`src/rtl/bf_pkg.sv`:
```
// shared types and constants for the blowfish cipher core
// no dependencies; used by all rtl files of the block
package bf_pkg;

    localparam int WORD_W  = 32;
    localparam int BYTE_W  = 8;
    localparam int BANKS   = 4;
    localparam int BANK_AW = 8;
    localparam int IDX_W   = 10;

    typedef enum logic [1:0] {
        OP_ENCIPHER = 2'd0,
        OP_DECIPHER = 2'd1,
        OP_WRITE_P  = 2'd2,
        OP_WRITE_S  = 2'd3
    } opcode_t;

    typedef enum logic [2:0] {
        ST_IDLE  = 3'b001,
        ST_LOAD  = 3'b010,
        ST_ROUND = 3'b100
    } state_t;

    typedef logic [WORD_W-1:0]                word_t;
    typedef logic [BANKS-1:0][WORD_W-1:0]     sbox_data_t;
    typedef logic [BANKS-1:0][BANK_AW-1:0]    sbox_addr_t;

    typedef struct packed {
        logic               en;
        logic [1:0]         bank;
        logic [BANK_AW-1:0] addr;
        word_t              data;
    } sbox_wr_t;

    // bank 0 takes the most significant byte, bank 3 the least
    function automatic sbox_addr_t sbox_addr(input word_t x);
        sbox_addr_t a;
        a[0] = x[31:24];
        a[1] = x[23:16];
        a[2] = x[15:8];
        a[3] = x[7:0];
        return a;
    endfunction

endpackage

```
`src/rtl/bf_feistel.sv`:
```
// shared feistel round datapath: round function f, half update, output whitening
// depends on bf_pkg
module bf_feistel (
    input  bf_pkg::sbox_data_t sdata,
    input  bf_pkg::word_t      r_in,
    input  bf_pkg::word_t      lx_in,
    input  bf_pkg::word_t      p_word,
    input  bf_pkg::word_t      pa,
    input  bf_pkg::word_t      pb,
    output bf_pkg::word_t      lx_round,
    output bf_pkg::word_t      out_l,
    output bf_pkg::word_t      out_r
);
    import bf_pkg::*;

    word_t f_val;
    word_t new_l;

    always_comb
    begin
        f_val    = ((sdata[0] + sdata[1]) ^ sdata[2]) + sdata[3];
        new_l    = r_in ^ f_val;
        lx_round = new_l ^ p_word;
        // final swap folded in: left gets the old left half, right the new one
        out_l    = lx_in ^ pa;
        out_r    = new_l ^ pb;
    end

endmodule

```
`config.mk`:
```
export PLATFORM = sky130hd
export DESIGN_NAME = bf_feistel
export DESIGN_NICKNAME = d
export VERILOG_FILES = /design/src/rtl/bf_pkg.sv /design/src/rtl/bf_feistel.sv
export SDC_FILE = /design/constraint.sdc
export NUM_CORES = 1
export LEC_CHECK = 0
export BUFFER_PORTS_ARGS = -buffer_cell sky130_fd_sc_hd__buf_2
export CAP_MARGIN = 10
export CORE_AREA = 2 2 148 150
export DETAILED_ROUTE_END_ITERATION = 10
export DIE_AREA = 0 0 150 152
export GPL_TIMING_DRIVEN = 0
export PLACE_DENSITY = 0.51
export SLEW_MARGIN = 0
export SYNTH_ARGS = -nofsm -noshare
export SYNTH_HDL_FRONTEND = slang
export SYNTH_SLANG_ARGS = --single-unit
export TNS_END_PERCENT = 1
```
`constraint.sdc`:
```
create_clock -name vclk -period 7.76
set_input_delay 1.552 -clock vclk [all_inputs]
set_output_delay 1.552 -clock vclk [all_outputs]
set_load 0.01 [all_outputs]
```
# Yosys cells after proc, flatten, opt, wreduce, memory -nomap -nowiden

Index checks and enable logic that the tools add are counted.
Widths: inputs -> output; s select.

Add/subtract/negate cells: 2
Bitwise logic cells: 5

Operators with widths:

| operator       | count |
|---|---|
| $xor 32x32->32 | 5 |
| $add 32x32->32 | 2 |

Flip-flop bits (word level): 0
Input port bits: 288
Output and inout port bits: 96
Word-level logic and storage cells: 7

# Depth between registers and ports, before layout

Gate-level depths: netlist of the first run.

Depth after elaboration: 5
Depth in mapped cells: 21
Depth with buffers taken out: 21

# Worst setup path before layout of the first run

No wires, ideal clock.

Path kind: input port to output port
Start point: in sdata[2] (netlist name)
End point: out lx_round[31]
Arrival time: 5.491 ns
Setup slack: 0.717 ns
Stages: 17
Cell sequence: ha_1 -> a21oi_1 -> nand2_1 -> a31oi_2 -> o21ai_1 -> a31o_2 -> and2_4 -> o41a_1 -> o31ai_2 -> xnor2_1 -> ha_1 -> a21o_1 -> a21oi_1 -> or4b_2 -> o21ai_0 -> xnor2_1 -> xor2_1

Word-level cells in the longest chain between the ends: 5

RTL lines:

| what           | RTL line         | source |
|---|---|---|
| from (decl)    | bf_feistel.sv:4  | `input bf_pkg::sbox_data_t sdata,` |
| $add 32x32->32 | bf_feistel.sv:21 | `f_val = ((sdata[0] + sdata[1]) ^ sdata[2]) + sdata[3];` |
| $xor 32x32->32 | bf_feistel.sv:21 |  |
| $add 32x32->32 | bf_feistel.sv:21 |  |
| $xor 32x32->32 | bf_feistel.sv:22 | `new_l = r_in ^ f_val;` |
| $xor 32x32->32 | bf_feistel.sv:23 | `lx_round = new_l ^ p_word;` |
| to (decl)      | bf_feistel.sv:10 | `output bf_pkg::word_t lx_round,` |

No other way between the ends.

# Worst setup path after layout of the first run

Start point: in sdata[0] (netlist name)
End point: out lx_round[29]

Same word-level chain as after synthesis.

==> flow_summary.html, run 1 <==
<table>
<tr><th>Metric</th><th>Value</th></tr>
<tr><th colspan="2">Run status</th></tr>
<tr><td>Run status</td><td>finished, final reports clean</td></tr>
<tr><th colspan="2">Placed design</th></tr>
<tr><td>DPL Wire Length</td><td>16.1 mm</td></tr>
<tr><td>Number of input and output port buffers inserted</td><td>384</td></tr>
<tr><td>Placed instance area</td><td>about 6700 um2</td></tr>
<tr><td>Post-placement setup slack</td><td>around 0.0096 ns</td></tr>
<tr><td>Final weighted congestion of routability-driven global placement</td><td>roughly 0.84</td></tr>
<tr><th colspan="2">Global routing</th></tr>
<tr><td>Via count of the first global-routing pass</td><td>~5,000</td></tr>
<tr><td>Maximum number of pins on one net before global-route repair</td><td>8</td></tr>
<tr><td>Remaining Overflow, GRT</td><td>0</td></tr>
<tr><td>Antenna violations before repair</td><td>7</td></tr>
<tr><td>First-pass GRT wire length</td><td>25.6 mm</td></tr>
<tr><td>GR Util All Layers</td><td>0.139</td></tr>
<tr><th colspan="2">Synth</th></tr>
<tr><td>Top cells by area in the synthesized netlist</td><td>sky130_fd_sc_hd__xnor2_1 (26%), sky130_fd_sc_hd__ha_1 (18%), sky130_fd_sc_hd__xor2_1 (17%)</td></tr>
<tr><td>Area fraction of the dominant cell type after synthesis</td><td>0.255</td></tr>
<tr><td>Synthesis Warnings</td><td>0</td></tr>
<tr><td>Synthesized instance count</td><td>564</td></tr>
<tr><td>Largest area contributor in the synthesized netlist</td><td>sky130_fd_sc_hd__xnor2_1</td></tr>
<tr><td>Synthesized netlist net count</td><td>between 900 and 1,000</td></tr>
<tr><td>Cell Area, Synth</td><td>approximately 4500 um2</td></tr>
<tr><td>Share of the yosys chip area belonging to registers</td><td>0</td></tr>
<tr><td>Post-Syn Area per Cell</td><td>7.92 um2</td></tr>
<tr><td>Number of library cell types mapped by synthesis</td><td>52</td></tr>
<tr><th colspan="2">Timing</th></tr>
<tr><td>Final setup violating endpoints</td><td>0</td></tr>
<tr><td>Worst Tran Pin Value</td><td>between 0.4 and 0.5 ns</td></tr>
<tr><td>Unrepaired setup endpoints after global routing</td><td>false</td></tr>
<tr><td>Number of max-slew violations in the final report</td><td>0</td></tr>
<tr><td>Hold Violations, Final</td><td>0</td></tr>
<tr><td>Slew HR</td><td>0.666</td></tr>
<tr><td>Worst hold-check slack</td><td>between 3 and 4 ns</td></tr>
<tr><td>Final critical-path setup slack</td><td>around 0.25 ns</td></tr>
<tr><td>Final clock period utilization by the worst path</td><td>0.967</td></tr>
<tr><td>Final Critical Period</td><td>around 7.5 ns</td></tr>
<tr><td>Highest clock frequency the design can meet</td><td>between 100 and 150 MHz</td></tr>
<tr><th colspan="2">Pwr</th></tr>
<tr><td>Power consumption</td><td>1540 uW</td></tr>
<tr><td>Leakage dissipation</td><td>~0.0036 uW</td></tr>
<tr><td>Power density over the cells</td><td>approximately 220 nW/um2</td></tr>
<tr><td>IR Drop Worst-Case VDD</td><td>~0.000068 V</td></tr>
<tr><th colspan="2">Clock network</th></tr>
<tr><td>Post-CTS Hold Buffers</td><td>0</td></tr>
<tr><th colspan="2">Die</th></tr>
<tr><td>Die H</td><td>152 um</td></tr>
<tr><td>Count of pins on the block boundary</td><td>~380</td></tr>
<tr><td>Initial core utilization</td><td>0.209</td></tr>
<tr><td>Horizontal die dimension</td><td>about 150 um</td></tr>
<tr><td>DIE AREA</td><td>22,800 um2</td></tr>
<tr><td>Number of placement rows</td><td>54</td></tr>
<tr><td>Area of the core</td><td>around 21,000 um2</td></tr>
<tr><th colspan="2">Hold path</th></tr>
<tr><td>Hold/Removal Path Class</td><td>in -&gt; out</td></tr>
<tr><th colspan="2">Setup path</th></tr>
<tr><td>Termination of the worst setup path</td><td>lx_round[29]</td></tr>
<tr><td>Kind of capture point of the worst setup path</td><td>output port</td></tr>
<tr><td>Critical Path AT</td><td>between 5 and 6 ns</td></tr>
<tr><td>Highest fanout seen on the critical path</td><td>4</td></tr>
<tr><td>Worst EP required</td><td>6.21 ns</td></tr>
<tr><td>Type of the setup path with the least slack</td><td>in -&gt; out</td></tr>
<tr><td>CP Launch Point</td><td>sdata[0]</td></tr>
<tr><td>Setup crit start kind</td><td>input pin</td></tr>
<tr><th colspan="2">Finish</th></tr>
<tr><td>Register Area</td><td>0 um2</td></tr>
<tr><td>CLK BUF</td><td>0</td></tr>
<tr><td>Layout overhead on the synthesized area</td><td>54.8%</td></tr>
<tr><td>Share of post-route cells with drive strength above 1</td><td>0.446</td></tr>
<tr><td>Util after Layout</td><td>0.324</td></tr>
<tr><td>Flip-flop and latch count</td><td>0</td></tr>
<tr><td>Post-layout instance area</td><td>roughly 7000 um2</td></tr>
<tr><td>Net total in the final layout</td><td>1,309</td></tr>
<tr><th colspan="2">Drt</th></tr>
<tr><td>Via count normalized by instance count</td><td>4.30</td></tr>
<tr><td>First DRT Iteration DRCs</td><td>between 150 and 200</td></tr>
<tr><td>Via Count</td><td>~5,300</td></tr>
<tr><td>Post-route DRC</td><td>0</td></tr>
<tr><td>Routed len/inst</td><td>~14 um</td></tr>
<tr><td>Number of detailed-route iterations in the first pass</td><td>4</td></tr>
<tr><td>Total detailed-routing wirelength</td><td>between 15 and 20 mm</td></tr>
<tr><td>Antenna-violating nets left</td><td>0</td></tr>
<tr><th colspan="2">Job</th></tr>
<tr><td>Max Cap Violations</td><td>0</td></tr>
</table>
per-layer routing:
metal	up-vias	track usage	part of all wire
met5	-	0	0.00075
met4	2	0.0243	0.014
met3	16	0.00931	0.046
met2	172	0.237	0.47
met1	2329	0.194	0.47
li1	2810	-	-
how the worst min path moves through the flow:
| stage | startpoint | end | cells after the start |
|---|---|---|---|
| floorplan | lx_in[0] | out_l[0] | 1 |
| global route | pa[16] | out_l[16] | 3 |
| CTS | lx_in[2] | out_l[2] | 3 |
| finish | lx_in[24] | out_l[24] | 3 |
| global placement | lx_in[0] | out_l[0] | 3 |
| detailed placement | lx_in[24] | out_l[24] | 3 |
metrics by stage:
step | setup TNS [ns] | std cells
final | 0 | 1239
after global routing | 0 | 1239
after CTS | 0 | 1228
after detailed placement | 0 | 1228
after global placement | -0.00734 | 1228
after floorplan | 0 | 564
area by class of cell:
type,instances,area (um2)
Fill cell,2347,14400
Multi-Input combinational cell,549,4530
Timing Repair Buffer,389,1960
Tap cell,280,350
Inverter,15,56.3
Antenna cell,6,15.0
cell families (layout without fill, tap and decap cells):
group | Yosys count | in the layout | synth area share
other cells | 0 | 6 | 0
compound gates | 170 | 170 | 0.255
fa+ha+maj | 66 | 66 | 0.188
simple gates | 92 | 92 | 0.105
xor+xnor | 221 | 221 | 0.440
buf+inv | 15 | 404 | 0.0126
synthesized netlist by cell type, types with 2 or more instances:
cell type and n:
sky130_fd_sc_hd__a21oi_1 47, sky130_fd_sc_hd__inv_1 15, sky130_fd_sc_hd__nor2_1 18, sky130_fd_sc_hd__a211o_1 5, sky130_fd_sc_hd__ha_1 64, sky130_fd_sc_hd__o211ai_1 2, sky130_fd_sc_hd__o21ai_1 5, sky130_fd_sc_hd__xor2_1 89
sky130_fd_sc_hd__nor3_1 2, sky130_fd_sc_hd__o2111ai_1 3, sky130_fd_sc_hd__o31ai_2 2, sky130_fd_sc_hd__nand2_1 26, sky130_fd_sc_hd__xnor3_1 2, sky130_fd_sc_hd__or3_1 2, sky130_fd_sc_hd__a21o_1 34, sky130_fd_sc_hd__a21oi_2 2
sky130_fd_sc_hd__fa_1 2, sky130_fd_sc_hd__or2_2 3, sky130_fd_sc_hd__nand3_1 7, sky130_fd_sc_hd__and4_1 2, sky130_fd_sc_hd__nand4_1 7, sky130_fd_sc_hd__o21bai_1 8, sky130_fd_sc_hd__nor4_1 2, sky130_fd_sc_hd__o21ai_0 25
sky130_fd_sc_hd__a31oi_1 8, sky130_fd_sc_hd__and3_1 6, sky130_fd_sc_hd__nand2b_1 4, sky130_fd_sc_hd__xnor2_1 130, sky130_fd_sc_hd__a311oi_1 2, sky130_fd_sc_hd__nor2b_1 6, sky130_fd_sc_hd__and2_1 4, sky130_fd_sc_hd__a31o_2 3
sky130_fd_sc_hd__a211oi_1 2, sky130_fd_sc_hd__o21a_1 7
repair_timing:
item	CTS	global route
endpoints found under the hold margin	0	0
gates resized for setup	1	28
buffers inserted	0	5
pin swaps	0	9
endpoints found under the setup margin	2	7
placed cells by master (no fill, tap or decap), types with 3 or more instances in the layout:
cell type                  instances
sky130_fd_sc_hd__inv_1            15
sky130_fd_sc_hd__a21o_1           34
sky130_fd_sc_hd__a21oi_2           3
sky130_fd_sc_hd__xnor2_1         127
sky130_fd_sc_hd__xor2_1           89
sky130_fd_sc_hd__and3_1            5
sky130_fd_sc_hd__a31oi_1           8
sky130_fd_sc_hd__nand2_1          26
sky130_fd_sc_hd__diode_2           6
sky130_fd_sc_hd__and2_1            4
sky130_fd_sc_hd__ha_1             58
sky130_fd_sc_hd__o21ai_0          22
sky130_fd_sc_hd__buf_2           384
sky130_fd_sc_hd__nand3_1           6
sky130_fd_sc_hd__o21bai_1          8
sky130_fd_sc_hd__a21oi_1          45
sky130_fd_sc_hd__or2_2             3
sky130_fd_sc_hd__nand2b_1          4
sky130_fd_sc_hd__nand4_1           7
sky130_fd_sc_hd__ha_2              6
sky130_fd_sc_hd__a211o_1           5
sky130_fd_sc_hd__nor2b_1           6
sky130_fd_sc_hd__a31o_2            3
sky130_fd_sc_hd__buf_4             5
sky130_fd_sc_hd__xnor2_2           3
sky130_fd_sc_hd__o21a_1            7
sky130_fd_sc_hd__o21ai_1           5
sky130_fd_sc_hd__nor2_1           18
worst max-delay path, cell delays in order:
cell and delay [ns]:
sky130_fd_sc_hd__buf_2 0.10, sky130_fd_sc_hd__ha_1 0.21, sky130_fd_sc_hd__inv_1 0.07, sky130_fd_sc_hd__fa_1 0.20, sky130_fd_sc_hd__nor2b_1 0.05, sky130_fd_sc_hd__o21a_1 0.18
sky130_fd_sc_hd__o2111ai_2 0.18, sky130_fd_sc_hd__nand3_2 0.16, sky130_fd_sc_hd__a311o_1 0.32, sky130_fd_sc_hd__a21o_1 0.18, sky130_fd_sc_hd__a21oi_1 0.17, sky130_fd_sc_hd__xnor2_1 0.15
sky130_fd_sc_hd__ha_2 0.31, sky130_fd_sc_hd__a21o_1 0.21, sky130_fd_sc_hd__a21oi_4 0.20, sky130_fd_sc_hd__a32oi_2 0.15, sky130_fd_sc_hd__a211o_1 0.31, sky130_fd_sc_hd__o221a_2 0.30
sky130_fd_sc_hd__o31ai_2 0.18, sky130_fd_sc_hd__nand2b_1 0.09, sky130_fd_sc_hd__a21oi_2 0.20, sky130_fd_sc_hd__xnor3_1 0.33, sky130_fd_sc_hd__buf_2 0.15
where the power goes:
group | switching (uW) | internal, uW | total [uW]
clock network | 0 | 0.000104 | 0.000104
registers | 0 | 0 | 0
logic | 830 | 714 | 1540
Power figures use the tool's default switching activity.
==> run 2: changes to the inputs <==
CORE_AREA = 2 2 147 149   (was 2 2 148 150)
DIE_AREA = 0 0 149 151   (was 0 0 150 152)
clock period = 8.8 ns   (was 7.76 ns; I/O delays follow)
==> run 2 against run 1 <==
Against the previous run:
- setup slack better by 0.36 ns
- via count fell by 0.51%
- global-route usage decreased by 0.14 points
- routed wire length fell by 0.60%
- cell count is 0.81% lower
- largest power group unchanged
- utilization barely moved
- non-clock buffer count decreased by 5
- hold slack better by 0.42 ns
- combinational power decreased by 14%
- sequential cell count did not move
==> flow_summary.html, run 2 (synthesized netlist as in run 1, its figures left out) <==
<table>
<tr><th>Metric</th><th>Value</th></tr>
<tr><th colspan="2">Drt</th></tr>
<tr><td>Number of detailed-route iterations in the first pass</td><td>4 (unchanged)</td></tr>
<tr><td>Via Count</td><td>5,302 (was 5,329)</td></tr>
<tr><td>Post-route DRC</td><td>0 (unchanged)</td></tr>
<tr><td>Antenna-violating nets left</td><td>0 (unchanged)</td></tr>
<tr><td>Via count normalized by instance count</td><td>4.31 (was 4.30)</td></tr>
<tr><td>Routed len/inst</td><td>14.1 um (was 14.0 um)</td></tr>
<tr><td>Total detailed-routing wirelength</td><td>17.3 mm (was 17.4 mm)</td></tr>
<tr><td>First DRT Iteration DRCs</td><td>135 (was 183)</td></tr>
<tr><th colspan="2">Global routing</th></tr>
<tr><td>Maximum number of pins on one net before global-route repair</td><td>8 (unchanged)</td></tr>
<tr><td>Met3 track demand over resource in global routing</td><td>0.00753 (was 0.00931)</td></tr>
<tr><td>Most used routing layer</td><td>met2 (unchanged)</td></tr>
<tr><td>Antenna violations before repair</td><td>6 (was 7)</td></tr>
<tr><td>Fraction of met1 tracks used by global routing</td><td>0.192 (was 0.194)</td></tr>
<tr><td>GR Util All Layers</td><td>0.138 (was 0.139)</td></tr>
<tr><td>First-pass GRT wire length</td><td>24.7 mm (was 25.6 mm)</td></tr>
<tr><td>Remaining Overflow, GRT</td><td>0 (unchanged)</td></tr>
<tr><td>Met2 track demand over resource</td><td>0.239 (was 0.237)</td></tr>
<tr><td>Via count of the first global-routing pass</td><td>4,895 (was 4,958)</td></tr>
<tr><th colspan="2">Finish</th></tr>
<tr><td>Post-layout instance area</td><td>6750 um2 (was 6910 um2)</td></tr>
<tr><td>Util after Layout</td><td>0.324 (about the same)</td></tr>
<tr><td>Layout overhead on the synthesized area</td><td>51.1% (was 54.8%)</td></tr>
<tr><td>Count of filler cells inserted in the layout</td><td>2,310 (was 2,347)</td></tr>
<tr><td>Most used cells in the layout excluding fill and tap cells</td><td>sky130_fd_sc_hd__buf_2 (384), sky130_fd_sc_hd__xnor2_1 (130), sky130_fd_sc_hd__xor2_1 (89), sky130_fd_sc_hd__ha_1 (64), sky130_fd_sc_hd__a21oi_1 (47) (was sky130_fd_sc_hd__buf_2 (384), sky130_fd_sc_hd__xnor2_1 (127), sky130_fd_sc_hd__xor2_1 (89), sky130_fd_sc_hd__ha_1 (58), sky130_fd_sc_hd__a21oi_1 (45))</td></tr>
<tr><td>CLK BUF</td><td>0 (unchanged)</td></tr>
<tr><td>Share of post-route cells with drive strength above 1</td><td>0.421 (was 0.446)</td></tr>
<tr><td>Register Area</td><td>0 um2 (unchanged)</td></tr>
<tr><td>Net total in the final layout</td><td>1,304 (was 1,309)</td></tr>
<tr><td>Commonest non-fill, non-tap cell in the layout</td><td>sky130_fd_sc_hd__buf_2 (unchanged)</td></tr>
<tr><td>Flip-flop and latch count</td><td>0 (unchanged)</td></tr>
<tr><th colspan="2">Run status</th></tr>
<tr><td>Run status</td><td>finished, final reports clean (unchanged)</td></tr>
<tr><th colspan="2">Timing</th></tr>
<tr><td>Hold Violations, Final</td><td>0 (unchanged)</td></tr>
<tr><td>Worst Tran Pin Value</td><td>0.486 ns (was 0.497 ns)</td></tr>
<tr><td>Slew HR</td><td>0.674 (was 0.666)</td></tr>
<tr><td>Total negative slack for setup checks</td><td>0 ns (unchanged)</td></tr>
<tr><td>Highest clock frequency the design can meet</td><td>around 120 MHz</td></tr>
<tr><td>Unrepaired setup endpoints after global routing</td><td>false (unchanged)</td></tr>
<tr><td>Final Critical Period</td><td>between 8 and 9 ns</td></tr>
<tr><td>Final clock period utilization by the worst path</td><td>0.930</td></tr>
<tr><td>Final setup violating endpoints</td><td>0 (unchanged)</td></tr>
<tr><td>Number of max-slew violations in the final report</td><td>0 (unchanged)</td></tr>
<tr><td>Worst hold-check slack</td><td>3.78 ns (was 3.36 ns)</td></tr>
<tr><th colspan="2">Clock network</th></tr>
<tr><td>Post-CTS Setup Bufs</td><td>0 (unchanged)</td></tr>
<tr><td>Quantity of gates resized following cts</td><td>0 (was 1)</td></tr>
<tr><td>Post-CTS Hold Buffers</td><td>0 (unchanged)</td></tr>
<tr><th colspan="2">Setup path</th></tr>
<tr><td>Setup crit start kind</td><td>input pin (unchanged)</td></tr>
<tr><td>Buffer and inverter count on the worst path</td><td>2 (was 3)</td></tr>
<tr><td>Critical Path AT</td><td>6.43 ns (was 5.96 ns)</td></tr>
<tr><td>Kind of cell with the highest combined delay on the critical path</td><td>compound AO/OA/AOI/OAI gates (unchanged)</td></tr>
<tr><td>Instance count on the critical path</td><td>19 (was 23)</td></tr>
<tr><td>Critical path's slowest cell</td><td>sky130_fd_sc_hd__or4b_2 (was sky130_fd_sc_hd__xnor3_1)</td></tr>
<tr><td>Delay contributed by the slowest stage of the critical path</td><td>0.59 ns (was 0.33 ns)</td></tr>
<tr><td>Highest fanout seen on the critical path</td><td>5 (was 4)</td></tr>
<tr><td>Type of the setup path with the least slack</td><td>in -&gt; out (unchanged)</td></tr>
<tr><td>Cell chain of the critical path</td><td>buf_2 &gt; ha_1 &gt; a21oi_1 &gt; nand2_1 &gt; a31oi_2 &gt; o21ai_1 &gt; a31o_2 &gt; and2_4 &gt; o41a_1 &gt; o31ai_2 &gt; xnor2_1 &gt; ha_1 &gt; a21o_1 &gt; a21oi_1 &gt; or4b_2 &gt; o21ai_0 &gt; xnor2_1 &gt; xor2_1 &gt; buf_2 (was buf_2 &gt; ha_1 &gt; inv_1 &gt; fa_1 &gt; nor2b_1 &gt; o21a_1 &gt; o2111ai_2 &gt; nand3_2 &gt; a311o_1 &gt; a21o_1 &gt; a21oi_1 &gt; xnor2_1 &gt; ha_2 &gt; a21o_1 &gt; a21oi_4 &gt; a32oi_2 &gt; a211o_1 &gt; o221a_2 &gt; o31ai_2 &gt; nand2b_1 &gt; a21oi_2 &gt; xnor3_1 &gt; buf_2)</td></tr>
<tr><td>CP Launch Point</td><td>sdata[2] (was sdata[0])</td></tr>
<tr><td>Kind of capture point of the worst setup path</td><td>output port (unchanged)</td></tr>
<tr><td>Worst EP required</td><td>7.04 ns (was 6.21 ns)</td></tr>
<tr><th colspan="2">Die</th></tr>
<tr><td>Horizontal die dimension</td><td>149 um (was 150 um)</td></tr>
<tr><td>Area of the core</td><td>20,800 um2 (was 21,400 um2)</td></tr>
<tr><td>DIE AREA</td><td>22,500 um2 (was 22,800 um2)</td></tr>
<tr><td>Initial core utilization</td><td>0.214 (was 0.209)</td></tr>
<tr><td>Number of placement rows</td><td>53 (was 54)</td></tr>
<tr><td>Count of pins on the block boundary</td><td>384 (unchanged)</td></tr>
<tr><td>Die H</td><td>151 um (was 152 um)</td></tr>
<tr><th colspan="2">Placed design</th></tr>
<tr><td>Final weighted congestion of routability-driven global placement</td><td>0.859 (was 0.839)</td></tr>
<tr><td>Number of input and output port buffers inserted</td><td>384 (unchanged)</td></tr>
<tr><td>DPL Wire Length</td><td>16.2 mm (was 16.1 mm)</td></tr>
<tr><td>Placed instance area</td><td>6730 um2 (was 6740 um2)</td></tr>
<tr><th colspan="2">Pwr</th></tr>
<tr><td>IR Drop Worst-Case VDD</td><td>0.0000599 V (was 0.0000678 V)</td></tr>
<tr><td>Power density over the cells</td><td>195 nW/um2 (was 223 nW/um2)</td></tr>
<tr><td>Leakage dissipation</td><td>0.00353 uW (was 0.00358 uW)</td></tr>
<tr><th colspan="2">Hold path</th></tr>
<tr><td>Hold/Removal Path Class</td><td>in -&gt; out (unchanged)</td></tr>
<tr><td>Hold Startpoint</td><td>lx_in[17] (was lx_in[24])</td></tr>
<tr><td>Worst hold path stage count</td><td>3 (unchanged)</td></tr>
<tr><th colspan="2">Job</th></tr>
<tr><td>Max Cap Violations</td><td>0 (unchanged)</td></tr>
</table>
## run 2: power breakdown
part	switching, uW	internal, uW	total, uW	leakage [uW]
combinational	706	610	1320	0.00353
sequential	0	0	0	0
clock	0	0.0000912	0.0000913	0.0000000380
total	706	610	1320	0.00353
## run 2: layout make-up
cell class / instances / area (um2) / share of cell area
multi-input combinational: 549 / 4410 / 0.653
timing repair buffer: 384 / 1920 / 0.285
tap: 275 / 344 / 0.0510
inverter: 15 / 56.3 / 0.00835
antenna: 6 / 15.0 / 0.00223
## run 2: path summary, 6_finish.rpt
check,to,slack (ns)
max,out_r[31],0.61
min,out_l[17],3.78
## run 2: per-layer routing
layer / share of wire / up-vias
met4: 0.012 / 2
li1: - / 2803
met1: 0.46 / 2285
met2: 0.48 / 200
met5: 0.00075 / -
met3: 0.050 / 12
## run 2: through the flow
step	cells	total power, uW	worst slack (ns)
after global routing	1228	1460	0.273
after CTS	1223	1340	0.579
after global placement	1223	1330	0.607
after detailed placement	1223	1340	0.592
final	1229	1320	0.614
after floorplan	564	871	1.34
